<file path="src/rtl/core/tdpt_pkg.sv">
// Shared types for the trial division prime test block.
`default_nettype none

package tdpt_pkg;

  typedef enum logic [3:0] {
    S_IDLE  = 4'b0001,
    S_CLASS = 4'b0010,
    S_DIV   = 4'b0100,
    S_DONE  = 4'b1000
  } tdpt_state_t;

  typedef struct packed {
    logic busy;
    logic done;
  } div_stat_t;

endpackage

`default_nettype wire

</file>
<file path="src/rtl/core/tdpt_div.sv">
// Radix-2 restoring divider that produces one quotient bit per cycle.
`default_nettype none

module tdpt_div
  import tdpt_pkg::*;
#(
  parameter int W = 32
) (
  input  wire logic         clk,
  input  wire logic         rst_n,
  input  wire logic         start,
  input  wire logic [W-1:0] dividend,
  input  wire logic [W-1:0] divisor,
  output div_stat_t         stat,
  output logic      [W-1:0] quot,
  output logic      [W-1:0] rem
);

  localparam int CW = $clog2(W + 1);

  logic          busy_r;
  logic          done_r;
  logic [CW-1:0] cnt_r;
  logic [W-1:0]  quo_r;
  logic [W-1:0]  rem_r;
  logic [W:0]    trial;
  logic [W:0]    diff;
  logic          qbit;
  logic [W-1:0]  rem_nxt;

  always_comb begin
    trial = {rem_r, quo_r[W-1]};
    diff  = trial - {1'b0, divisor};
    qbit  = ~diff[W];
    if (qbit) begin
      rem_nxt = diff[W-1:0];
    end else begin
      rem_nxt = trial[W-1:0];
    end
  end

  always_ff @(posedge clk) begin
    if (!rst_n) begin
      busy_r <= 1'b0;
      done_r <= 1'b0;
      cnt_r  <= '0;
    end else begin
      done_r <= !start && busy_r && (cnt_r == CW'(1));
      if (start) begin
        busy_r <= 1'b1;
        cnt_r  <= CW'(W);
      end else if (busy_r) begin
        cnt_r <= cnt_r - CW'(1);
        if (cnt_r == CW'(1)) begin
          busy_r <= 1'b0;
        end
      end
    end
  end

  always_ff @(posedge clk) begin
    if (start) begin
      quo_r <= dividend;
      rem_r <= '0;
    end else if (busy_r) begin
      quo_r <= {quo_r[W-2:0], qbit};
      rem_r <= rem_nxt;
    end
  end

  assign stat.busy = busy_r;
  assign stat.done = done_r;
  assign quot      = quo_r;
  assign rem       = rem_r;

  a_start_busy: assert property (@(posedge clk) disable iff (!rst_n)
    start |=> busy_r && (cnt_r == CW'(W)))
    else $error("divider did not begin after start");

  a_done_idle: assert property (@(posedge clk) disable iff (!rst_n)
    done_r |-> !busy_r)
    else $error("divider done while still busy");

  a_cnt_zero: assert property (@(posedge clk) disable iff (!rst_n)
    !busy_r && !start |=> cnt_r == $past(cnt_r))
    else $error("divider counter moved while idle");

endmodule

`default_nettype wire
</file>
<file path="config.mk">
export PLATFORM = sky130hd
export DESIGN_NAME = tdpt_div
export DESIGN_NICKNAME = d
export VERILOG_FILES = /design/src/rtl/core/tdpt_pkg.sv /design/src/rtl/core/tdpt_div.sv
export SDC_FILE = /design/constraint.sdc
export NUM_CORES = 1
export LEC_CHECK = 0
export BUFFER_PORTS_ARGS = -buffer_cell sky130_fd_sc_hd__buf_2
export CORE_MARGIN = 4
export CORE_UTILIZATION = 50
export CTS_BUF_LIST = sky130_fd_sc_hd__clkbuf_8
export DETAILED_ROUTE_END_ITERATION = 8
export HOLD_SLACK_MARGIN = 0.03
export PLACE_DENSITY = 0.91
export SETUP_SLACK_MARGIN = 0.05
export SYNTH_ARGS = -nofsm -noshare
export SYNTH_HDL_FRONTEND = slang
export SYNTH_SLANG_ARGS = --single-unit
</file>
<file path="constraint.sdc">
create_clock -name clk -period 3 [get_ports clk]
set_input_delay 0.6 -clock clk [delete_from_list [all_inputs] [get_ports clk]]
set_output_delay 0.6 -clock clk [all_outputs]
set_load 0.05 [all_outputs]
</file>
==> results of run 1 <==
## cells by family (layout without fill, tap and decap cells)
kind of cell / count (synthesis) / count (layout)
AO/OA/AOI/OAI: 141 / 141
XOR/XNOR: 30 / 31
adder cells (fa/ha/maj): 35 / 35
buffers and inverters: 73 / 263
flip-flops: 72 / 72
multiplexers: 33 / 33
AND/OR/NAND/NOR: 183 / 183
## synthesized netlist by cell type, types with 3 or more instances
cell type / count
sky130_fd_sc_hd__a211o_1: 3
sky130_fd_sc_hd__a211oi_1: 6
sky130_fd_sc_hd__a211oi_2: 6
sky130_fd_sc_hd__a21boi_0: 5
sky130_fd_sc_hd__a21o_1: 14
sky130_fd_sc_hd__a21oi_1: 39
sky130_fd_sc_hd__a311oi_1: 10
sky130_fd_sc_hd__a311oi_2: 9
sky130_fd_sc_hd__a31oi_1: 6
sky130_fd_sc_hd__a41oi_1: 3
sky130_fd_sc_hd__and3_1: 7
sky130_fd_sc_hd__buf_1: 3
sky130_fd_sc_hd__buf_4: 5
sky130_fd_sc_hd__buf_6: 3
sky130_fd_sc_hd__clkbuf_1: 18
sky130_fd_sc_hd__dfxtp_1: 40
sky130_fd_sc_hd__edfxtp_1: 32
sky130_fd_sc_hd__ha_1: 34
sky130_fd_sc_hd__inv_1: 43
sky130_fd_sc_hd__mux2_2: 31
sky130_fd_sc_hd__nand2_1: 77
sky130_fd_sc_hd__nand2b_1: 5
sky130_fd_sc_hd__nand3_1: 15
sky130_fd_sc_hd__nand4_1: 3
sky130_fd_sc_hd__nor2_1: 50
sky130_fd_sc_hd__nor3_1: 8
sky130_fd_sc_hd__o21a_1: 3
sky130_fd_sc_hd__o21ai_0: 16
sky130_fd_sc_hd__o21ai_1: 4
sky130_fd_sc_hd__o21bai_1: 5
sky130_fd_sc_hd__or2_2: 3
sky130_fd_sc_hd__or3_1: 3
sky130_fd_sc_hd__xnor2_1: 16
sky130_fd_sc_hd__xor2_1: 12
## sequential cells by signal (all words and copies together) (netlist names)
register / flops
quot: 32
rem: 32
cnt_r: 6
busy_r: 1
done_r: 1
## cell type report
class | instances | area [µm²]
timing repair buffer | 204 | 1210
tap | 133 | 166
fill | 741 | 3220
sequential | 72 | 1770
clock inverter | 7 | 93.8
inverter | 43 | 161
multi-input combinational | 423 | 3040
clock buffer | 9 | 124
## routing by layer
metal	share of wire	wire, µm	global-route usage
met1	0.40	5870	0.288
met2	0.51	7450	0.426
met3	0.060	881	0.0478
met4	0.033	478	0.115
met5	0	0	0
## worst min path at each step
| stage | endpoint |
|---|---|
| floorplan | cnt_r[0] |
| global placement | cnt_r[0] |
| detailed placement | rem[11] |
| CTS | busy_r |
| global route | busy_r |
| finish | busy_r |
## repair_timing
action	in CTS	in global routing
gates resized for setup	4	7
gates cloned	0	1
endpoints found under the setup margin	31	32
setup buffers	0	2
pin swaps	0	3
## metrics by stage
step / utilization / power [mW] / cells / hold slack, ns
after global placement: 0.640 / 2.58 / 872 / 0.471
after CTS: 0.665 / 3.52 / 888 / 0.493
after global routing: 0.671 / 3.71 / 891 / 0.501
after detailed placement: 0.640 / 2.63 / 872 / 0.515
final: 0.671 / 3.55 / 891 / 0.492
after floorplan: - / 2.21 / 567 / 0.463
## worst register-to-register path, stage by stage, from the launching register on
cell                       delay (ns)
sky130_fd_sc_hd__edfxtp_1        0.39
sky130_fd_sc_hd__inv_1           0.07
sky130_fd_sc_hd__ha_2            0.21
sky130_fd_sc_hd__fa_2            0.35
sky130_fd_sc_hd__nand2b_4        0.17
sky130_fd_sc_hd__a21oi_4         0.14
sky130_fd_sc_hd__nor3b_2         0.08
sky130_fd_sc_hd__nor3_2          0.16
sky130_fd_sc_hd__o21ai_0         0.12
sky130_fd_sc_hd__and2_4          0.18
sky130_fd_sc_hd__buf_4           0.14
sky130_fd_sc_hd__xor2_2          0.19
sky130_fd_sc_hd__or3_1           0.35
sky130_fd_sc_hd__a311oi_1        0.25
## power groups by stage
stage / sequential (mW) / combinational [mW] / clock (mW)
floorplan: 1.52 / 0.684 / 0
global placement: 1.23 / 1.35 / 0
detailed placement: 1.24 / 1.40 / 0
CTS: 1.22 / 1.42 / 0.880
global route: 1.23 / 1.55 / 0.921
finish: 1.22 / 1.45 / 0.875
==> impl_metrics.ini, run 1 <==
[outcome]
status = finished, final reports clean

[worst_setup_path]
r2r_start = quot[31]
ff2ff_setup_slack_ns = 0.11
timing.critical_path.from_type = flop
critical_path_at_ns = 3.17
critPathRequiredTime_ns = 3.28
setup.worst_path.end_class = flop
path_depth = 13
critical_path.cell_chain = inv_1 -> ha_2 -> fa_2 -> nand2b_4 -> a21oi_4 -> nor3b_2 -> nor3_2 -> o21ai_0 -> and2_4 -> buf_4 -> xor2_2 -> or3_1 -> a311oi_1
number_of_cells_on_the_worst_reg_to_reg_path = 13
category_of_the_most_critical_setup_path = reg -> reg
timing.critical_path.buf_inv = 2
cell_family_with_the_largest_share_of_critical_path_delay = simple AND/OR/NAND/NOR gates
crit_start = quot[31]
rr_endpoint = rem[5]
critical_path.max_fanout = 5
largest_stage_delay_worst_path_ns = 0.39
cpMaxStageDelayCell = sky130_fd_sc_hd__edfxtp_1
critical_path.endpoint = rem[5]

[logic_synthesis]
post-synth-top-area-cell = sky130_fd_sc_hd__edfxtp_1
synth.ff_latch_count = 72
synthesis.yosys.warnings = 0
post-synth-top-area-fraction = 0.191
seq_area_frac_synth = 0.350
synthFlopType = sky130_fd_sc_hd__dfxtp_1
synth_enable_flop_cells = 32
post_synthesis_cell_type_count = 56
synth.net_count = 669
post_synth_xor_area_fraction = 0.0574
synthCells = 567
muxShareOfSynthArea = 0.0733
synth.avg_cell_area_um2 = 8.88
fraction_of_synthesis_flops_using_an_asynchronous_set_or_reset_pin = 0
synth_compound_area_frac = 0.208
post_synth_main_area_contributors = sky130_fd_sc_hd__edfxtp_1, sky130_fd_sc_hd__dfxtp_1, sky130_fd_sc_hd__ha_1
synthAdderAreaFrac = 0.0884
largest_family_of_logic_cells_by_synthesized_area = compound AO/OA/AOI/OAI gates
synthSimpleGateAreaFrac = 0.160
syn_area_um2 = 5040

[floorplan]
floorplan.die.height_um = 108
placeableCoreArea_um2 = 9770
io-pin-count = 133
die_w_um = 108
die_area_um2 = 11700
floorplan.initialDensity = 0.515
row_count = 36

[clock_tree]
cts.path.max_buffers = 2
cts_root_buf = sky130_fd_sc_hd__clkbuf_8
cts_htree_levels = 3
total_cts_buffers = 9
cts_tree = built
cts.reportedPaths.clkPinSlew_ns = 0.08
clock_sinks = 72
cts.hold.buffers_added = 0
clock_insertion_delay_worst_skew_ns = 0.37

[min_path]
min_delay_path_depth = 2
hold_path_startpoint = rst_n
hold_path_class = in -> reg

[job]
max_cap_violations = 0

[finish]
num-nets-final = 855
area_delta_synth_final_pct = 30.2
final_common_cell = sky130_fd_sc_hd__buf_2
layout.cell_area.non_filler_um2 = 6560
layout_common_cells = sky130_fd_sc_hd__buf_2, sky130_fd_sc_hd__nand2_1, sky130_fd_sc_hd__buf_4
antenna_cells = 0
fraction_of_layout_cells_with_a_size_suffix_above_1 = 0.381

[sta]
setup_tns_ns = 0
worst_clock_skew_ns = 0.00774
grt_setup_unrepaired = true
worstMarginPinSlew_ns = 0.575
period_minus_slack_ns = 2.89
timing.fmax_mhz = 346
finalHoldViolCount = 0
setup_slack_ns = 0.111
drv_slew = 0
fin_crit_share = 0.963
slew_headroom = 0.616
finalSetupViolCount = 0

[pwr]
swShare = 0.393
peakVddDrop_mv = 0.312
pwr-share-comb = 0.409
p_per_area_nw_per_um2 = 541
cellLeakagePower_nw = 3.10
switchingPower_mw = 1.39
clock_power_share = 0.247
internal-power_mw = 2.15
power.share.sequential = 0.344

[global_routing]
vias_in_the_first_global_route = 4944
grt_max_degree = 40
grt.overflow.total = 0
track_usage = 0.244
global_route_wire_length_before_repair_um = 22800
initial_antenna_violation_count = 0

[placement]
detailedPlacementHpwl_um = 11000
placed_area_um2 = 6250
globalplace.congestion = 0.945
detailedPlace.worstSlack_ns = -0.257
io_buffers = 132

[drt]
postRouteWirelength_um = 14700
remaining_drc_errors = 0
route.detailed.wl_per_inst_um = 16.5
viasPerCell = 5.61
num_vias = 4995
drt_pre_antenna_iters = 4
postRouteAntennaNets = 0
drt-initial-drc-count = 379
Power figures use the tool's default switching activity.
==> run 2: changes to the inputs <==
--- a/config.mk
+++ b/config.mk
@@ -12,7 +12,9 @@
 export DETAILED_ROUTE_END_ITERATION = 8
 export HOLD_SLACK_MARGIN = 0.03
 export PLACE_DENSITY = 0.91
+export REMOVE_ABC_BUFFERS = 1
 export SETUP_SLACK_MARGIN = 0.05
+export SKIP_CTS_REPAIR_TIMING = 1
 export SYNTH_ARGS = -nofsm -noshare
 export SYNTH_HDL_FRONTEND = slang
 export SYNTH_SLANG_ARGS = --single-unit
==> impl_metrics.ini, run 2 (synthesized netlist as in run 1, its figures left out) <==
[sta]
worst_clock_skew_ns = 0.0154
fin_crit_share = 0.960
timing.fmax_mhz = 347
drv_slew = 0
period_minus_slack_ns = 2.88
setup_slack_ns = 0.120
grt_setup_unrepaired = true
worstMarginPinSlew_ns = 0.564
finalSetupViolCount = 0
slew_headroom = 0.624
finalHoldViolCount = 0

[worst_setup_path]
timing.critical_path.from_type = flop
critPathRequiredTime_ns = 3.27
setup.worst_path.end_class = flop
number_of_cells_on_the_worst_reg_to_reg_path = 12
category_of_the_most_critical_setup_path = reg -> reg
critical_path_at_ns = 3.15
largest_stage_delay_worst_path_ns = 0.41
ff2ff_setup_slack_ns = 0.12
r2r_start = quot[31]
rr_endpoint = rem[5]
critical_path.cell_chain = inv_1 -> ha_1 -> fa_1 -> nand2b_4 -> a21oi_2 -> nor3b_1 -> nor3_1 -> o21ai_0 -> and2_4 -> xor2_4 -> or3_1 -> a311oi_2
critical_path.max_fanout = 3
cpMaxStageDelayCell = sky130_fd_sc_hd__or3_1

[finish]
fillCellCount = 782
fraction_of_layout_cells_with_a_size_suffix_above_1 = 0.373
final_common_cell = sky130_fd_sc_hd__buf_2
final-instance-count-excl-fill = 894
num-nets-final = 858
antenna_cells = 0
area_delta_synth_final_pct = 30.4
multi_input_area_um2 = 2990
final_util = 0.672
seqCellArea_um2 = 1760
layout_common_cells = sky130_fd_sc_hd__buf_2, sky130_fd_sc_hd__nand2_1, sky130_fd_sc_hd__buf_4

[floorplan]
placeableCoreArea_um2 = 9770
floorplan.initialDensity = 0.515
floorplan.die.height_um = 108
die_area_um2 = 11700
io-pin-count = 133
die_w_um = 108
row_count = 36

[outcome]
status = finished, final reports clean

[drt]
postRouteAntennaNets = 0
drt-initial-drc-count = 254
viasPerCell = 5.48
postRouteWirelength_um = 14200
num_vias = 4897
remaining_drc_errors = 0
route.detailed.wl_per_inst_um = 15.9
drt_pre_antenna_iters = 4

[min_path]
min_delay_path_depth = 2
timing.hold.worst_endpoint = busy_r
hold_path_class = in -> reg
hold_path_startpoint = rst_n

[clock_tree]
cts.reportedPaths.clkPinSlew_ns = 0.09
cts.path.max_buffers = 2
cts_root_buf = sky130_fd_sc_hd__clkbuf_8
clock_sinks = 72
clock_insertion_delay_worst_skew_ns = 0.36
cts_tree = built
total_cts_buffers = 9
cts_htree_levels = 3

[global_routing]
vias_in_the_first_global_route = 5125
initial_antenna_violation_count = 0
grt_max_degree = 35
track_usage = 0.246
grt.overflow.total = 0
global_route_wire_length_before_repair_um = 23100

[pwr]
cellLeakagePower_nw = 3.13
p_per_area_nw_per_um2 = 542
peakVddDrop_mv = 0.407

[placement]
io_buffers = 132
detailedPlacementHpwl_um = 11000
placed_cells = 878
globalplace.congestion = 0.929
detailedPlace.worstSlack_ns = -0.341

[job]
max_cap_violations = 0
==> run 2: metrics by stage <==
step                      power (mW)  setup TNS (ns)  area, µm²  hold WS [ns]
after floorplan                 2.15          -26.31       4880         0.463
after global placement          2.61           -4.60       6300         0.474
after detailed placement        2.66           -7.61       6300         0.491
after CTS                       3.54         -0.0400       6530         0.494
after global routing            3.73               0       6570         0.501
final                           3.56               0       6570         0.501
==> run 2: critical path: cells and delay by family (launching register included) <==
family / cells / cell delay (ns)
simple gates: 5 / 1.07
fa+ha+maj: 2 / 0.59
compound gates: 3 / 0.55
flops: 1 / 0.35
xor+xnor: 1 / 0.17
buf+inv: 1 / 0.05
==> run 2: layer usage <==
layer | up-vias | global-route usage | wire length [µm]
met5 | - | 0 | 0
met4 | 0 | 0.0848 | 319
met3 | 29 | 0.0800 | 1310
met2 | 178 | 0.434 | 7040
met1 | 2288 | 0.278 | 5570
li1 | 2402 | - | -
==> run 2: area by class of cell <==
class | count | share of cell area
multi-input cells | 422 | 0.455
flip-flops and latches | 72 | 0.268
inverters | 43 | 0.0246
repair buffers | 208 | 0.192
clock buffers | 10 | 0.0210
well taps | 133 | 0.0253
clock inverters | 6 | 0.0130
==> run 2: power breakdown <==
group / switching [mW] / leakage [nW] / internal (mW) / total [mW]
clock: 0.400 / 0.114 / 0.488 / 0.888
combinational: 0.893 / 2.36 / 0.565 / 1.46
sequential: 0.0802 / 0.652 / 1.13 / 1.21
==> run 2: worst max path at each step <==
stage	from	end	slack, ns	cells after the start
final	quot[31]	rem[5]	0.12	12
after global routing	quot[31]	rem[5]	0.01	12
after CTS	quot[31]	rem[5]	-0.04	12
after detailed placement	divisor[0]	rem[5]	-0.34	12
after global placement	divisor[0]	rem[16]	-0.19	13
after floorplan	quot[31]	rem[21]	-0.49	12
